$ cat config.mk
export PLATFORM = sky130hd
export DESIGN_NAME = heading_acquire_and_latch
export DESIGN_NICKNAME = d
export VERILOG_FILES = /design/src/hal_pkg.sv /design/src/hal_core.sv /design/src/hal_skid.sv /design/src/heading_acquire_and_latch.sv
export SDC_FILE = /design/constraint.sdc
export NUM_CORES = 1
export LEC_CHECK = 0
export BUFFER_PORTS_ARGS = -buffer_cell sky130_fd_sc_hd__buf_2
export CORE_ASPECT_RATIO = 1.25
export CORE_UTILIZATION = 66
export CTS_CLUSTER_SIZE = 12
export DETAILED_ROUTE_END_ITERATION = 12
export MAX_ROUTING_LAYER = met4
export PLACE_DENSITY = 0.86
export SKIP_LAST_GASP = 1
export SLEW_MARGIN = 5
export SYNTH_ARGS = -nofsm -noshare
export SYNTH_HDL_FRONTEND = slang
export SYNTH_SLANG_ARGS = --single-unit
$ cat constraint.sdc
create_clock -name clk_i -period 23.6 [get_ports clk_i]
set_input_delay 3.54 -clock clk_i [delete_from_list [all_inputs] [get_ports clk_i]]
set_output_delay 3.54 -clock clk_i [all_outputs]
set_load 0.01 [all_outputs]
$ cat src/hal_pkg.sv
// Package with shared types and constants of the heading acquire and latch block.
package hal_pkg;

  // Width of the frame counters and their saturation value.
  localparam int unsigned CountW   = 6;
  localparam logic [CountW-1:0] CountMax = '1;

  // Width of the register fields on the configuration port.
  localparam int unsigned CfgAddrW = 3;
  localparam int unsigned CfgDataW = 16;

  // Register indexes on the configuration port.
  typedef enum logic [CfgAddrW-1:0] {
    RegLatchEnable      = 3'd0,
    RegAcquireTolerance = 3'd1,
    RegAnomalyThreshold = 3'd2,
    RegFramesToLatch    = 3'd3,
    RegAnomalyCap       = 3'd4
  } hal_reg_e;

  // Input command codes.
  localparam logic FuncObserve = 1'b0;
  localparam logic FuncUnlatch = 1'b1;

  // One result item, last field in the lowest bits.
  typedef struct packed {
    logic [CountW-1:0] confirm_frames;
    logic [CountW-1:0] anomaly_frames;
    logic [15:0]       deviation;
    logic [15:0]       held_heading;
    logic              is_latched;
    logic              newly_latched;
  } hal_result_t;

  localparam int unsigned ResultW    = $bits(hal_result_t);
  localparam int unsigned OutTdataW  = ((ResultW + 7) / 8) * 8;
  localparam int unsigned OutPadW    = OutTdataW - ResultW;

endpackage

$ cat src/hal_core.sv
// Heading state, configuration registers and the per-sample update logic.
module hal_core #(
  parameter int unsigned ANGLE_BITS = 16
) (
  input  logic                     clk_i,
  input  logic                     rst_ni,
  input  logic                     cfg_valid_i,
  input  logic [hal_pkg::CfgAddrW-1:0] cfg_addr_i,
  input  logic [hal_pkg::CfgDataW-1:0] cfg_wdata_i,
  input  logic                     item_en_i,
  input  logic                     func_i,
  input  logic [15:0]              yaw_angle_i,
  input  logic                     yaw_valid_i,
  output hal_pkg::hal_result_t     result_o
);
  import hal_pkg::*;

  localparam int unsigned A     = ANGLE_BITS;
  localparam int unsigned WideW = (A > 16) ? A : 16;

  // Configuration registers.
  logic              latch_enable_q;
  logic [15:0]       acq_tol_q;
  logic [15:0]       anom_thr_q;
  logic [CountW-1:0] frames_q;
  logic [CountW-1:0] anom_cap_q;

  always_ff @(posedge clk_i or negedge rst_ni) begin
    if (!rst_ni) begin
      latch_enable_q <= 1'b1;
      acq_tol_q      <= 16'd364;
      anom_thr_q     <= 16'd1820;
      frames_q       <= CountW'(6);
      anom_cap_q     <= CountW'(3);
    end else if (cfg_valid_i) begin
      case (hal_reg_e'(cfg_addr_i))
        RegLatchEnable:      latch_enable_q <= cfg_wdata_i[0];
        RegAcquireTolerance: acq_tol_q      <= cfg_wdata_i;
        RegAnomalyThreshold: anom_thr_q     <= cfg_wdata_i;
        RegFramesToLatch:    frames_q       <= cfg_wdata_i[CountW-1:0];
        RegAnomalyCap:       anom_cap_q     <= cfg_wdata_i[CountW-1:0];
        default: ;
      endcase
    end
  end

  // Heading state.
  logic              latched_q, latched_d;
  logic [A-1:0]      heading_q, heading_d;
  logic [A-1:0]      cand_q, cand_d;
  logic [CountW-1:0] cons_q, cons_d;
  logic [CountW-1:0] anom_q, anom_d;
  logic [A-1:0]      dev_q, dev_d;
  logic [CountW-1:0] confirm_q, confirm_d;
  logic              fresh;

  // Sample sign extended to at least 16 bits, then truncated to the angle width.
  logic [WideW-1:0] ang_wide;
  logic [A-1:0]     ang;
  assign ang_wide = WideW'($signed(yaw_angle_i));
  assign ang      = ang_wide[A-1:0];

  // Wrapped difference to the candidate and its magnitude.
  logic [A-1:0] cdiff, cmag;
  logic         cneg;
  logic [A:0]   cround;
  logic [A-1:0] cstep;
  logic         consistent;
  assign cdiff      = ang - cand_q;
  assign cneg       = cdiff[A-1];
  assign cmag       = cneg ? (~cdiff + A'(1)) : cdiff;
  assign cround     = {1'b0, cmag} + (A+1)'(2);
  assign cstep      = A'(cround[A:2]);
  assign consistent = (cons_q != '0) && (WideW'(cmag) <= WideW'(acq_tol_q));

  // Wrapped deviation from the held heading.
  logic [A-1:0] hdiff, hmag;
  assign hdiff = ang - heading_q;
  assign hmag  = hdiff[A-1] ? (~hdiff + A'(1)) : hdiff;

  logic [CountW-1:0] cap_eff;
  logic [CountW:0]   anom_inc;
  assign cap_eff  = (anom_cap_q == '0) ? CountW'(1) : anom_cap_q;
  assign anom_inc = {1'b0, anom_q} + (CountW+1)'(1);

  always_comb begin
    latched_d = latched_q;
    heading_d = heading_q;
    cand_d    = cand_q;
    cons_d    = cons_q;
    anom_d    = anom_q;
    dev_d     = dev_q;
    confirm_d = confirm_q;
    fresh     = 1'b0;
    if (func_i == FuncUnlatch) begin
      if (latched_q || cons_q != '0) begin
        latched_d = 1'b0;
        cand_d    = '0;
        cons_d    = '0;
        anom_d    = '0;
        dev_d     = '0;
        confirm_d = '0;
      end
    end else if (latch_enable_q && yaw_valid_i) begin
      if (!latched_q) begin
        if (consistent) begin
          cand_d = cneg ? (cand_q - cstep) : (cand_q + cstep);
          cons_d = (cons_q == CountMax) ? cons_q : cons_q + CountW'(1);
        end else begin
          cand_d = ang;
          cons_d = CountW'(1);
        end
        if (cons_d >= frames_q) begin
          latched_d = 1'b1;
          heading_d = cand_d;
          confirm_d = cons_d;
          fresh     = 1'b1;
        end
      end else begin
        dev_d = hmag;
        if (WideW'(hmag) > WideW'(anom_thr_q)) begin
          anom_d = (anom_inc < {1'b0, cap_eff}) ? anom_inc[CountW-1:0] : cap_eff;
        end else begin
          anom_d = '0;
        end
      end
    end
  end

  always_ff @(posedge clk_i or negedge rst_ni) begin
    if (!rst_ni) begin
      latched_q <= 1'b0;
      heading_q <= '0;
      cand_q    <= '0;
      cons_q    <= '0;
      anom_q    <= '0;
      dev_q     <= '0;
      confirm_q <= '0;
    end else if (item_en_i) begin
      latched_q <= latched_d;
      heading_q <= heading_d;
      cand_q    <= cand_d;
      cons_q    <= cons_d;
      anom_q    <= anom_d;
      dev_q     <= dev_d;
      confirm_q <= confirm_d;
    end
  end

  // Result fields reflect the state after this item.
  logic [WideW-1:0] heading_wide, dev_wide;
  assign heading_wide = latched_d ? WideW'(heading_d) : '0;
  assign dev_wide     = WideW'(dev_d);

  always_comb begin
    result_o.newly_latched  = fresh;
    result_o.is_latched     = latched_d;
    result_o.held_heading   = heading_wide[15:0];
    result_o.deviation      = dev_wide[15:0];
    result_o.anomaly_frames = anom_d;
    result_o.confirm_frames = confirm_d;
  end

endmodule

$ cat src/hal_skid.sv
// Two-entry result buffer: output register plus skid register.
module hal_skid (
  input  logic                 clk_i,
  input  logic                 rst_ni,
  input  logic                 push_i,
  input  hal_pkg::hal_result_t push_data_i,
  output logic                 ready_o,
  output logic                 valid_o,
  input  logic                 pop_ready_i,
  output hal_pkg::hal_result_t data_o
);
  import hal_pkg::*;

  logic        out_valid_q, skid_valid_q;
  hal_result_t out_data_q, skid_data_q;

  assign ready_o = !skid_valid_q;
  assign valid_o = out_valid_q;
  assign data_o  = out_data_q;

  always_ff @(posedge clk_i or negedge rst_ni) begin
    if (!rst_ni) begin
      out_valid_q  <= 1'b0;
      skid_valid_q <= 1'b0;
    end else if (!out_valid_q || pop_ready_i) begin
      if (skid_valid_q) begin
        out_valid_q  <= 1'b1;
        skid_valid_q <= 1'b0;
      end else begin
        out_valid_q <= push_i;
      end
    end else if (push_i) begin
      skid_valid_q <= 1'b1;
    end
  end

  always_ff @(posedge clk_i) begin
    if (!out_valid_q || pop_ready_i) begin
      out_data_q <= skid_valid_q ? skid_data_q : push_data_i;
    end else if (push_i) begin
      skid_data_q <= push_data_i;
    end
  end

endmodule

$ cat src/heading_acquire_and_latch.sv
// Top level of the heading acquire and latch block.
// Heading samples arrive as signed binary angles on the slave stream, one transaction per
// sample, and every transaction yields exactly one result transaction on the master
// stream. The block takes one transaction per clock cycle while tready is high; its
// result is registered; the update (wrapped subtract, magnitude, rounded quarter step,
// tolerance compare and counter update) is one pass of logic between the heading state
// registers and a two-entry result buffer. That buffer (output register plus skid
// register) lets the slave side keep accepting while a result waits on the master side;
// tready only drops once both entries hold unclaimed results. Before latching, the block
// tracks a candidate heading and counts consistent samples; once the count reaches
// frames_to_latch the candidate becomes the held heading. While latched, each sample
// reports its absolute wrapped deviation and a saturating anomaly count. An unlatch
// command (tuser func bit set) clears acquisition and monitoring. Samples flagged invalid
// or arriving with latch_enable cleared leave the state untouched but still produce a
// result. Configuration writes are always accepted and must only be issued while the
// block is idle. Internally angles are ANGLE_BITS wide, with a full turn of
// 2^ANGLE_BITS units; the 16-bit port sample is sign extended or truncated to that width.
module heading_acquire_and_latch #(
  parameter int unsigned ANGLE_BITS = 16
) (
  input  logic                          clk_i,
  input  logic                          rst_ni,
  // Configuration write channel.
  input  logic                          cfg_valid_i,
  output logic                          cfg_ready_o,
  input  logic [hal_pkg::CfgAddrW-1:0]  cfg_addr_i,
  input  logic [hal_pkg::CfgDataW-1:0]  cfg_wdata_i,
  // Sample stream.
  input  logic                          s_axis_tvalid_i,
  output logic                          s_axis_tready_o,
  input  logic [15:0]                   s_axis_tdata_i,  // [15:0] yaw_angle
  input  logic [1:0]                    s_axis_tuser_i,  // [0] func, [1] yaw_valid
  // Result stream.
  output logic                          m_axis_tvalid_o,
  input  logic                          m_axis_tready_i,
  // [0] newly_latched, [1] is_latched, [17:2] held_heading, [33:18] deviation,
  // [39:34] anomaly_frames, [45:40] confirm_frames, [47:46] zero
  output logic [hal_pkg::OutTdataW-1:0] m_axis_tdata_o
);
  import hal_pkg::*;

  logic        accept;
  logic        buf_ready;
  hal_result_t result;
  hal_result_t out_result;

  // The configuration port never stalls.
  assign cfg_ready_o     = 1'b1;
  assign s_axis_tready_o = buf_ready;
  assign accept          = s_axis_tvalid_i && buf_ready;

  hal_core #(
    .ANGLE_BITS (ANGLE_BITS)
  ) u_core (
    .clk_i       (clk_i),
    .rst_ni      (rst_ni),
    .cfg_valid_i (cfg_valid_i),
    .cfg_addr_i  (cfg_addr_i),
    .cfg_wdata_i (cfg_wdata_i),
    .item_en_i   (accept),
    .func_i      (s_axis_tuser_i[0]),
    .yaw_angle_i (s_axis_tdata_i),
    .yaw_valid_i (s_axis_tuser_i[1]),
    .result_o    (result)
  );

  // Results are buffered so the sample side is decoupled from the result side.
  hal_skid u_skid (
    .clk_i       (clk_i),
    .rst_ni      (rst_ni),
    .push_i      (accept),
    .push_data_i (result),
    .ready_o     (buf_ready),
    .valid_o     (m_axis_tvalid_o),
    .pop_ready_i (m_axis_tready_i),
    .data_o      (out_result)
  );

  assign m_axis_tdata_o = {{OutPadW{1'b0}}, out_result};

endmodule

# After elaboration in Yosys (flattened, before gate mapping)
# Index checks and enable logic that the tools add are counted.
dict set report totals {
  ff_bits 206
  in_bits 42
  output_inout_bits 51
  wordCells 118
}
dict set report op_classes {
  n_mux 50
  order_cmp 4
  reduce_logical 19
  bitwise_logic 3
  n_addsub 9
  n_eq_ne 7
}
# cell count
set ops {}
lappend ops {{16-bit two-way mux} 17}
lappend ops {{6-bit two-way mux} 21}
lappend ops {{46-bit two-way mux} 1}
lappend ops {{16-bit by 1-bit adder with 16-bit output, second input constant} 2}
lappend ops {{16-bit inverter} 2}
lappend ops {{16-bit subtractor} 2}
lappend ops {{16-bit by 2-bit adder with 17-bit output, second input constant} 1}
lappend ops {{16-bit by 15-bit adder with 16-bit output} 1}
lappend ops {{16-bit greater-than comparator} 1}
lappend ops {{16-bit <= comparator} 1}
lappend ops {{16-bit by 15-bit subtractor with 16-bit output} 1}
lappend ops {{2-bit AND reduction} 6}
lappend ops {{1-bit two-way mux} 11}
lappend ops {{6-bit by 1-bit adder with 7-bit output, second input constant} 1}
lappend ops {{7-bit by 6-bit less-than comparator with 1-bit output} 1}
lappend ops {{6-bit by 1-bit adder with 6-bit output, second input constant} 1}
lappend ops {{3-bit by 2-bit == test with 1-bit output, second input constant} 2}
lappend ops {{6-bit == test, second input constant} 1}
lappend ops {{6-bit >= comparator} 1}
lappend ops {{6-bit logical NOT} 1}
lappend ops {{6-bit nonzero test} 1}
lappend ops {{4-bit AND reduction} 1}
lappend ops {{2-bit nonzero test} 2}
lappend ops {{3-bit by 1-bit == test with 1-bit output, second input constant} 1}
lappend ops {{8 further kinds} 12}

# Longest topological paths before layout
# Gate-level depths: netlist of run 1.
dict set report logic_depth {
  word_depth 17
  mapped_depth 42
}

# Hierarchy
# A second synthesis of run 1 with hierarchy kept.
dict set report unflattened {
  cells_unflattened 1488
  area_unflattened_um2 14049.7
}
# module seq_area_each_um2 area_each_um2 instances cells_each
set modules_own_cells {}
lappend modules_own_cells {hal_core 2822.7 10542.6 1 1330}
lappend modules_own_cells {hal_skid 2812.7 3470.8 1 152}
lappend modules_own_cells {heading_acquire_and_latch 0.0 36.3 1 6}

# Worst setup path before layout of run 1
# OpenSTA, ideal clock, no wires.
dict set report synth_path {
  path_type {input -> register}
  startpoint {input port s_axis_tdata_i[0]}
  endpoint {register u_skid.out_data_q (netlist bit u_skid.data_o[17]), data pin}
  required_ps 23332
  stages 38
  setup_ps 268
  t_arrival_ps 10897
  setup_slack_ps 12436
  path_cell_list {inv_1 > ha_1 > fa_1 > ha_1 > nand3_1 > mux2_4 > or3_1 > buf_6 > or4_4 > o211ai_1 > xor2_1 > inv_1 > ha_1 > a21o_1 > a21oi_1 > nor2b_1 > o21ai_0 > nand2_1 > [2 not listed] > a31o_2 > clkbuf_1 > nor2_1 > ha_1 > nand2b_1 > a21o_1 > a21oi_1 > nor2b_1 > o21ai_0 > nand2b_1 > a21oi_1 > nor3_1 > nand2_1 > inv_2 > buf_1 > nand3_1 > mux2i_1 > o31ai_2}
}
dict set report synth_between {
  elab_chain_cells 17
  elab_cells_between_ends 26
  classes_between {add/sub (5); order compare (2); mux (17); bitwise (1); reduce/logical (1)}
}
# element line_no
set synth_rtl {}
lappend synth_rtl {{from (decl)} heading_acquire_and_latch.sv:31} ;# input logic [15:0] s_axis_tdata_i,
lappend synth_rtl {{16-bit subtractor (*)} hal_core.sv:69} ;# assign cdiff = ang - cand_q;
lappend synth_rtl {{branches (longest 14 deep; another with 16-bit by 2-bit adder with 17-bit output)} --}
lappend synth_rtl {{16-bit two-way mux (*)} hal_core.sv:152} ;# assign heading_wide = latched_d ? WideW'(heading_d) : '0;
lappend synth_rtl {{46-bit two-way mux (*)} hal_skid.sv:39} ;# out_data_q <= skid_valid_q ? skid_data_q : push_data_i;
lappend synth_rtl {{to (signal assigned)} hal_skid.sv:39}
lappend synth_rtl {{to (decl)} hal_skid.sv:15} ;# hal_result_t out_data_q, skid_data_q;
# Every way passes the cells marked *. The select of a mux whose other input is x is not followed.
# A chain may end at the register's enable or synchronous reset.

# Worst setup path after layout of run 1
dict set report layout_path {
  startpoint {input port s_axis_tdata_i[0]}
  endpoint {register u_core.heading_q[15]}
}
dict set report layout_between {
  elab_chain_cells 15
  elab_cells_between_ends 20
  classes_between {add/sub (5); order compare (2); mux (11); bitwise (1); reduce/logical (1)}
}
# element line_no
set layout_rtl {}
lappend layout_rtl {{16-bit subtractor (*)} hal_core.sv:69}
lappend layout_rtl {{branches (longest 10 deep; another with 16-bit by 2-bit adder with 17-bit output)} --}
lappend layout_rtl {{16-bit two-way mux (*)} hal_core.sv:113} ;# if (cons_d >= frames_q) begin
lappend layout_rtl {{16-bit two-way mux (*)} hal_core.sv:105} ;# if (!latched_q) begin
lappend layout_rtl {{16-bit two-way mux (*)} hal_core.sv:104} ;# end else if (latch_enable_q && yaw_valid_i) begin
lappend layout_rtl {{16-bit two-way mux (*)} hal_core.sv:95} ;# if (func_i == FuncUnlatch) begin
lappend layout_rtl {{to (signal assigned)} hal_core.sv:141} ;# heading_q <= heading_d;
lappend layout_rtl {{to (decl)} hal_core.sv:49} ;# logic [A-1:0] heading_q, heading_d;
# Marked as above.

==> results of run 1 <==
metal layers:
metal  wire, um  track usage  vias up
met5          0            -        -
met4       1900        0.178        0
met3       1860       0.0311      114
met2      18300        0.606      460
met1      14100        0.401     5630
li1           -            -     5528
state kept, by name (all words and copies together) (netlist names), 6 cells and up:
name	flops
u_core.cand_q	16
u_core.dev_q	16
u_core.acq_tol_q	16
u_core.heading_q	16
u_core.anom_q	6
u_core.frames_q	6
u_skid.skid_data_q	46
u_core.cons_q	6
u_core.anom_cap_q	6
u_core.anom_thr_q	16
u_skid.data_o	46
u_core.confirm_q	6
path summary, 6_finish.rpt:
kind,from,end,slack [ps],cells past startpoint
worst max-delay path,s_axis_tdata_i[0],u_core.heading_q[15],11430,36
worst min-delay path,u_core.dev_q[11],u_core.dev_q[11],490,2
worst max register to register,u_core.cand_q[0],u_core.heading_q[15],14250,34
worst min register to register,u_core.dev_q[11],u_core.dev_q[11],490,2
max in group asynchronous,rst_ni,u_core.cand_q[4],19210,2
min in group asynchronous,rst_ni,u_core.acq_tol_q[9],3130,1
worst register-to-register path: cells and delay by family, from the launching register on:
kind / cells / cell delay, ps
AND/OR/NAND/NOR: 14 / 4380
AO/OA/AOI/OAI: 11 / 1910
adder cells (fa/ha/maj): 5 / 1660
flip-flops: 1 / 400
multiplexers: 2 / 390
XOR/XNOR: 1 / 390
buffers and inverters: 1 / 150
cell type report:
cell class | instances | area [um^2] | share of cell area
clock inverters | 4 | 48.8 | 0.00317
inverters | 123 | 462 | 0.0300
well taps | 274 | 343 | 0.0223
multi-input cells | 1121 | 7710 | 0.501
flip-flops and latches | 206 | 5640 | 0.366
clock buffers | 36 | 634 | 0.0413
repair buffers | 102 | 546 | 0.0355
cell usage after synthesis, types with 38 or more instances:
cell / count
ha_1: 95
inv_1: 121
edfxtp_1: 92
clkbuf_1: 50
nor2_1: 106
dfrtp_1: 98
a21oi_1: 57
xnor2_1: 61
o21ai_0: 142
nor3_1: 38
nand2_1: 165
mux2_2: 59
report_power, final:
part / switching, mW / leakage [nW] / internal (mW) / total (mW)
Clock: 0.136 / 0.331 / 0.195 / 0.330
Sequential: 0.0353 / 2.38 / 0.435 / 0.470
Combinational: 1.04 / 3.84 / 0.632 / 1.67
Total: 1.21 / 6.55 / 1.26 / 2.47
per-stage QoR:
step                      hold slack (ps)   util  cells  setup slack, ps  power [mW]
after detailed placement              470  0.703   1826            11040        2.10
after global placement                459  0.703   1826            11300        2.05
after global routing                  516  0.736   1866            10630        2.66
after CTS                             485  0.736   1866            11550        2.45
after floorplan                       446      -   1515            12440        1.69
final                                 492  0.736   1866            11430        2.47
logic make-up after synthesis:
logic type               share of synthesized area
other                                     0.000534
adder cells (fa/ha/maj)                     0.0888
flip-flops                                   0.401
multiplexers                                0.0640
AND/OR/NAND/NOR                              0.169
AO/OA/AOI/OAI                                0.172
XOR/XNOR                                    0.0526
buffers and inverters                       0.0527
cells in the final DEF, fill, tap and decap left out, types with 14 or more instances in the layout:
| cell | count |
|---|---|
| nand2_1 | 165 |
| o21ai_0 | 140 |
| inv_1 | 121 |
| nor2_1 | 105 |
| dfrtp_1 | 98 |
| ha_1 | 95 |
| edfxtp_1 | 92 |
| buf_2 | 88 |
| xnor2_1 | 61 |
| mux2_2 | 59 |
| a21oi_1 | 57 |
| nor3_1 | 38 |
| nand3_1 | 34 |
| nor2b_1 | 23 |
| clkbuf_16 | 23 |
| mux2i_1 | 22 |
| xor2_1 | 19 |
| a211oi_1 | 19 |
| a21o_1 | 17 |
| a22o_1 | 17 |
| nand2b_1 | 16 |
| dfstp_2 | 16 |
| and3_1 | 15 |
| o21a_1 | 14 |
| or3_1 | 14 |
| buf_4 | 14 |
==> results by group, run 1 <==
Run status
  • Status: finished, final reports clean

CTS
  • Clk sinks: 206
  • TritonCTS clock tree: built
  • CTS resizes: 0
  • Worst-Skew Late Latency: approximately 500 ps
  • CTS hold repair buffers: 0
  • # H-tree levels: 1
  • TritonCTS Buffers: 22
  • Post-CTS Setup Bufs: 0
  • Worst-path clk slew: 60 ps
  • Clock root buffer: clkbuf_16
  • Worst-case clock buffer depth: 3

GRT
  • First-pass GRT wire length: around 58,000 um
  • Initial antenna violation count: 0
  • Vias in the first global route: between 10k and 15k
  • Largest net degree at the start of global routing: 61
  • GRT Overall Usage: 0.346
  • Remaining Overflow, GRT: 0

Critical path
  • Slowest-stage cell, CP: nor2_1
  • CP top delay family: simple AND/OR/NAND/NOR gates
  • CP bufs+invs: 3
  • Worst stage delay on the critical path: approximately 1000 ps
  • Crit Path Category: input port to flip-flop
  • Critical Path Fanout Max: 34
  • Crit. End Element: flip-flop
  • CP arrival: approximately 13,000 ps
  • CP startpoint kind: input port
  • Worst path required time: 24,040 ps
  • Critical path's most frequent cell: ha_1

Logic synthesis
  • Gate Count Post-Synth: about 1.5k
  • Post-synth EDFFs: 92
  • Top_reg_cell synth: dfrtp_1
  • Yosys reg bits: about 210
  • Syn Area/Cell: ~9.3 um^2
  • Unique cell type count in the Yosys netlist: a little under 90
  • Mapped cell area: between 10,000 and 15,000 um^2
  • Seq/Total Area, Yosys: 0.401
  • Yosys top cell area share: 0.196
  • Async SR Flop Fraction: 0.553
  • Yosys warning total: 0
  • Area leader, netlist: edfxtp_1
  • Largest cells by area after synthesis: edfxtp_1 20%, dfrtp_1 17%, ha_1 8.4%, o21ai_0 5.1%, mux2_2 4.7%

Final layout
  • Synth-to-Final Area Change: 9.31%
  • NumNets Final: 1,716
  • Layout cells sized above 1: 0.151
  • Post-route cell area: between 15,000 and 20,000 um^2
  • Fillers: ~1.5k
  • N_diodes: 0

Route
  • Drt first pass iters: 7
  • Routed Antenna Nets: 0
  • Via density: approximately 6.3
  • Final wirelength: about 36,000 um
  • Drt wl/cell: around 19 um
  • DRC: 0
  • DR iter-0 viols: between 700 and 800
  • Total number of vias: about 12k

Run
  • Max-cap violation count: 0

Timing
  • Worst slew pin tran: 1230 ps
  • Final-report hold violation count: 0
  • Achievable clock frequency: just over 0.08 GHz
  • Minimum clock period: about 12,000 ps
  • Final setup fails: 0
  • Fin crit share: 0.516
  • Setup Skew: about 27 ps
  • Slew headroom: 0.177
  • Fin Setup TNS: 0 ps
  • Fin. max-slew vios: 0
  • Unrepaired setup endpoints after global routing: false

Place
  • HPWL after DPL: between 20,000 and 30,000 um
  • Port bufs: between 80 and 90
  • Dpl cell area: between 10,000 and 15,000 um^2
  • RePlAce Congestion: 0.973

Power and ir drop
  • Lkg Pwr: approximately 6.5 nW
  • Pwr/cell area: about 160 nW/um^2
  • Peak supply drop: around 200 uV

Floorplan
  • Initial core utilization: 0.673
  • IO Pins: 93
  • Die ar.: between 20,000 and 25,000 um^2
  • Die width: between 100 and 150 um
  • Die Ht: approximately 170 um
  • Core region area: 20,900 um^2
  • # rows: 59

Min path
  • HP Class: flip-flop to flip-flop
(Power assumes the default switching activity.)
==> inputs of run 2 (changes only) <==
--- a/config.mk
+++ b/config.mk
@@ -7,11 +7,11 @@
 export LEC_CHECK = 0
 export BUFFER_PORTS_ARGS = -buffer_cell sky130_fd_sc_hd__buf_2
 export CORE_ASPECT_RATIO = 1.25
-export CORE_UTILIZATION = 66
+export CORE_UTILIZATION = 56
 export CTS_CLUSTER_SIZE = 12
 export DETAILED_ROUTE_END_ITERATION = 12
 export MAX_ROUTING_LAYER = met4
-export PLACE_DENSITY = 0.86
+export PLACE_DENSITY = 0.78
 export SKIP_LAST_GASP = 1
 export SLEW_MARGIN = 5
 export SYNTH_ARGS = -nofsm -noshare
==> constraint.sdc (replaced) <==
create_clock -name clk_i -period 11.1 [get_ports clk_i]
set_input_delay 1.665 -clock clk_i [delete_from_list [all_inputs] [get_ports clk_i]]
set_output_delay 1.665 -clock clk_i [all_outputs]
set_load 0.01 [all_outputs]
==> run 2 against run 1 <==
  * Combinational power rose by 110%
  * Via count down 2.1%
  * Sequential share of layout area down 0.28 points
  * Largest cell class unchanged
  * Global-route usage fell by 4.6 points
  * Power up 110%
  * Critical path depth is the same
  * Cell count is 3.4% higher
  * Flip-flop and latch count did not move
  * Die area up 18%
  * Final area is 0.76% higher
  * Register-to-register slack got worse by 12000 ps
  * Sequential power rose by 110%
==> results by group, run 2 (synthesized netlist as in run 1, its figures left out) <==
Final layout
  • N_diodes: 0
  • Synth-to-Final Area Change: 10.1%
  • NumNets Final: ~1.7k
  • Final core occ: 0.630
  • Most common library cell in the layout ignoring fill and taps: nand2_1
  • Layout cells sized above 1: 0.155
  • Most frequent cells in the layout: 165 x nand2_1, 140 x o21ai_0, 121 x inv_1, 105 x nor2_1, 98 x dfrtp_1
  • Fillers: a little over 2k

Min path
  • HP Class: flip-flop to flip-flop

CTS
  • CTS resizes: 0
  • Worst-path clk slew: ~60 ps
  • CTS hold repair buffers: 0
  • TritonCTS Buffers: 22
  • Worst-case clock buffer depth: 3
  • # H-tree levels: 1
  • Clock root buffer: clkbuf_16
  • TritonCTS clock tree: built
  • Worst-Skew Late Latency: between 500 and 600 ps
  • Clk sinks: just over 200
  • Post-CTS Setup Bufs: 0

Timing
  • Minimum clock period: around 9900 ps
  • Setup Skew: slightly above 30 ps
  • Fin. max-slew vios: 0
  • Fin crit share: 0.890
  • Fin Setup TNS: 0 ps
  • Slew headroom: 0.297
  • Worst hold margin: 479 ps
  • Unrepaired setup endpoints after global routing: false
  • Final-report hold violation count: 0
  • Final setup fails: 0
  • Worst slew pin tran: ~1000 ps
  • Final WS setup: 1220 ps
  • Achievable clock frequency: around 0.1 GHz

Floorplan
  • Die ar.: about 26,000 um^2
  • IO Pins: 93
  • Core region area: 24,600 um^2
  • # rows: between 60 and 70
  • Die Ht: roughly 180 um
  • Die width: between 100 and 150 um
  • Initial core utilization: 0.572

Critical path
  • Reg2reg start: u_core.cand_q[0]
  • Worst R2R End: u_skid.data_o[6]
  • R2R Setup Slk: about 2200 ps
  • CP endpoint: u_skid.data_o[6]
  • CP startpoint kind: input port
  • Crit. End Element: flip-flop
  • Slowest-stage cell, CP: nor3_1
  • Worst path required time: 11,480 ps
  • Reg2reg path depth: 34
  • Worst setup path startpoint: s_axis_tdata_i[0]
  • Crit Path Category: input port to flip-flop
  • Critical path's most frequent cell: ha_1
  • CP arrival: ~10,000 ps
  • Worst stage delay on the critical path: 780 ps
  • Critical Path Fanout Max: 28

Place
  • Port bufs: 89
  • Place WS: just over 800 ps
  • HPWL after DPL: 27,900 um
  • RePlAce Congestion: approximately 0.99

Route
  • DR iter-0 viols: approximately 710
  • Final wirelength: 36,200 um
  • Via density: roughly 6.0
  • Drt first pass iters: 5
  • Total number of vias: between 10k and 15k
  • Drt wl/cell: roughly 19 um
  • Routed Antenna Nets: 0
  • DRC: 0

Run
  • Max-cap violation count: 0

Run status
  • Status: finished, final reports clean

GRT
  • GRT Overall Usage: 0.300
  • Remaining Overflow, GRT: 0
  • Vias in the first global route: between 10k and 15k
  • First-pass GRT wire length: around 58,000 um
  • Largest net degree at the start of global routing: 74
  • Initial antenna violation count: 0

Power and ir drop
  • Peak supply drop: 229 uV
  • Pwr/cell area: ~340 nW/um^2
  • Lkg Pwr: around 6.6 nW
[run 2: worst min-delay path by stage]
stage,start,end,slack [ps],depth (start not counted)
2_1_floorplan,u_core.dev_q[0],u_core.dev_q[0],450,2
3_3_place_gp,u_core.dev_q[0],u_core.dev_q[0],460,2
3_5_place_dp,u_core.confirm_q[4],u_core.confirm_q[4],470,2
4_1_cts,u_core.dev_q[12],u_core.dev_q[12],480,2
5_1_grt,u_core.dev_q[4],u_core.dev_q[4],510,2
6_report,u_core.dev_q[7],u_core.dev_q[7],480,2
[run 2: through the flow]
stage / cells / instance area (um^2) / power [mW]
5_1_grt: 1929 / 15500 / 5.67
6_report: 1929 / 15500 / 5.26
3_5_place_dp: 1889 / 14800 / 4.51
4_1_cts: 1929 / 15500 / 5.23
2_1_floorplan: 1515 / 14100 / 3.59
3_3_place_gp: 1889 / 14800 / 4.44
[run 2: critical path, delay by kind of cell]
| kind | cells | cell delay, ps |
|---|---|---|
| AO/OA/AOI/OAI | 12 | 2110 |
| multiplexers | 2 | 560 |
| XOR/XNOR | 1 | 450 |
| adder cells (fa/ha/maj) | 5 | 1620 |
| AND/OR/NAND/NOR | 12 | 3000 |
| buffers and inverters | 4 | 830 |
[run 2: routing by layer]
layer | track usage | vias up | share of wire
met5 | - | - | 0
met4 | 0.133 | 0 | 0.048
met3 | 0.0272 | 87 | 0.041
met2 | 0.525 | 362 | 0.51
met1 | 0.349 | 5494 | 0.40
li1 | - | 5546 | -
[run 2: layout make-up]
cell class | instances | area (um^2) | share of cell area
inverters | 123 | 462 | 0.0298
flip-flops and latches | 206 | 5640 | 0.364
clock buffers | 37 | 647 | 0.0418
clock inverters | 3 | 33.8 | 0.00218
multi-input cells | 1121 | 7700 | 0.497
well taps | 330 | 413 | 0.0266
repair buffers | 109 | 598 | 0.0386
[run 2: power breakdown]
part | total, mW | internal, mW | switching [mW]
Combinational | 3.56 | 1.35 | 2.21
Clock | 0.696 | 0.398 | 0.298
Sequential | 0.999 | 0.924 | 0.0747
Total | 5.26 | 2.67 | 2.59
==> inputs of run 3 (changes only) <==
--- a/config.mk
+++ b/config.mk
@@ -10,7 +10,6 @@
 export CORE_UTILIZATION = 56
 export CTS_CLUSTER_SIZE = 12
 export DETAILED_ROUTE_END_ITERATION = 12
-export MAX_ROUTING_LAYER = met4
 export PLACE_DENSITY = 0.78
 export SKIP_LAST_GASP = 1
 export SLEW_MARGIN = 5
==> run 3 against run 2 <==
  * Cell count down 0.21%
  * Register-to-register slack improved by 180 ps
  * Critical path type unchanged
  * Global-route usage decreased by 1.1 points
  * Wire length fell by 0.25%
==> results by group, run 3 (synthesized netlist as in run 1, its figures left out) <==
Timing
  • Setup Skew: between 20 and 25 ps
  • Fin Setup TNS: 0 ps
  • Minimum clock period: 9680 ps
  • Achievable clock frequency: between 0.1 and 0.15 GHz
  • Final-report hold violation count: 0
  • Slew headroom: 0.269
  • Final setup fails: 0
  • Fin crit share: 0.872
  • Unrepaired setup endpoints after global routing: false
  • Fin. max-slew vios: 0
  • Worst slew pin tran: 1100 ps

CTS
  • CTS resizes: 0
  • # H-tree levels: 1
  • Worst-path clk slew: roughly 60 ps
  • Worst-case clock buffer depth: 3
  • Worst-Skew Late Latency: approximately 500 ps
  • TritonCTS clock tree: built
  • TritonCTS Buffers: 21
  • CTS hold repair buffers: 0
  • Post-CTS Setup Bufs: 0
  • Clock root buffer: clkbuf_16
  • Clk sinks: 206

Final layout
  • Layout cells sized above 1: 0.152
  • Synth-to-Final Area Change: 9.55%
  • NumNets Final: approximately 1.7k
  • Post-route cell area: around 15,000 um^2
  • Register area: approximately 5600 um^2
  • Non-Filler Instances: around 1.9k
  • Fillers: approximately 2.1k
  • Most frequent cells in the layout: 165 x nand2_1, 140 x o21ai_0, 121 x inv_1, 105 x nor2_1, 98 x dfrtp_1
  • Most common library cell in the layout ignoring fill and taps: nand2_1
  • N_diodes: 0
  • Multi-input gate area: roughly 7700 um^2

Route
  • DRC: 0
  • Via density: between 6 and 7
  • Drt wl/cell: 18.8 um
  • Drt first pass iters: 5
  • Final wirelength: approximately 36,000 um
  • DR iter-0 viols: ~960
  • Routed Antenna Nets: 0
  • Total number of vias: approximately 12k

Power and ir drop
  • Pwr/cell area: 339 nW/um^2
  • Lkg Pwr: approximately 6.5 nW
  • Logic pwr share: 0.683
  • Clock power share: 0.125
  • Seq pwr share: 0.192
  • Sw Share: 0.495
  • Peak supply drop: approximately 220 uV
  • Sw Pwr: roughly 2.6 mW
  • Internal: ~2.6 mW

Place
  • HPWL after DPL: 27,500 um
  • Port bufs: 89
  • Placed insts: 1,888
  • Dpl cell area: approximately 15,000 um^2
  • RePlAce Congestion: between 0.9 and 1

GRT
  • Remaining Overflow, GRT: 0
  • Largest net degree at the start of global routing: slightly above 80
  • Vias in the first global route: between 10k and 15k
  • Initial antenna violation count: 0
  • GRT Overall Usage: 0.289
  • First-pass GRT wire length: approximately 58,000 um

Critical path
  • Worst stage delay on the critical path: approximately 750 ps
  • Reg2reg start: u_core.cand_q[0]
  • CP arrival: 10,060 ps
  • Critical path's most frequent cell: ha_1
  • CP endpoint: u_skid.data_o[8]
  • CP startpoint kind: input port
  • Slowest-stage cell, CP: nor3_1
  • Reg2reg path depth: 34
  • Crit Path Category: input port to flip-flop
  • Critical Path Fanout Max: 28
  • Crit. End Element: flip-flop
  • R2R Setup Slk: between 2000 and 2500 ps
  • Worst path required time: 11,480 ps
  • Worst R2R End: u_skid.data_o[8]
  • Worst setup path startpoint: s_axis_tdata_i[0]

Floorplan
  • Die Ht: approximately 180 um
  • Initial core utilization: 0.572
  • IO Pins: just over 90
  • Die width: about 140 um
  • Core region area: 24,600 um^2
  • # rows: 64
  • Die ar.: about 26,000 um^2

Run status
  • Status: finished, final reports clean

Min path
  • HP Class: flip-flop to flip-flop

Run
  • Max-cap violation count: 0
run 3: per-layer routing:
| layer | wire [um] | GRT usage | part of all wire |
|---|---|---|---|
| met5 | 0 | 0 | 0 |
| met2 | 18100 | 0.510 | 0.50 |
| met3 | 1900 | 0.0259 | 0.053 |
| met1 | 14400 | 0.358 | 0.40 |
| met4 | 1640 | 0.131 | 0.045 |
run 3: worst min path at each step:
stage | startpoint | endpoint | cells after the start
6_report | u_core.dev_q[12] | u_core.dev_q[12] | 2
5_1_grt | u_core.dev_q[4] | u_core.dev_q[4] | 2
4_1_cts | u_core.dev_q[9] | u_core.dev_q[9] | 2
3_5_place_dp | u_core.dev_q[9] | u_core.dev_q[9] | 2
3_3_place_gp | u_core.dev_q[0] | u_core.dev_q[0] | 2
2_1_floorplan | u_core.dev_q[0] | u_core.dev_q[0] | 2
run 3: power groups by stage:
stage                     registers [mW]  logic (mW)  clock network [mW]
after global routing                1.01        3.91               0.691
after floorplan                    0.996        2.60                   0
after global placement              1.01        3.41                   0
after detailed placement            1.01        3.50                   0
after CTS                          0.997        3.53               0.658
final                              0.999        3.56               0.654
run 3: layout make-up:
cell class,instances,share of cell area
Multi-Input combinational cell,1121,0.500
Timing Repair Buffer,108,0.0383
Tap cell,330,0.0268
Sequential cell,206,0.366
Clock buffer,35,0.0382
Inverter,123,0.0300
Clock inverter,2,0.00114
run 3: stage by stage:
stage	util	worst slack, ps	hold slack, ps	power [mW]
final	0.627	1420	479	5.22
after CTS	0.627	1510	483	5.19
after detailed placement	0.602	979	470	4.51
after floorplan	-	1810	446	3.59
after global routing	0.627	785	499	5.61
after global placement	0.602	1190	457	4.42
run 3: worst max-delay path: cells and delay by family:
| kind | cells | cell delay, ps |
|---|---|---|
| AO/OA/AOI/OAI | 12 | 1970 |
| XOR/XNOR | 1 | 430 |
| multiplexers | 2 | 530 |
| buffers and inverters | 4 | 830 |
| AND/OR/NAND/NOR | 12 | 2980 |
| adder cells (fa/ha/maj) | 5 | 1600 |
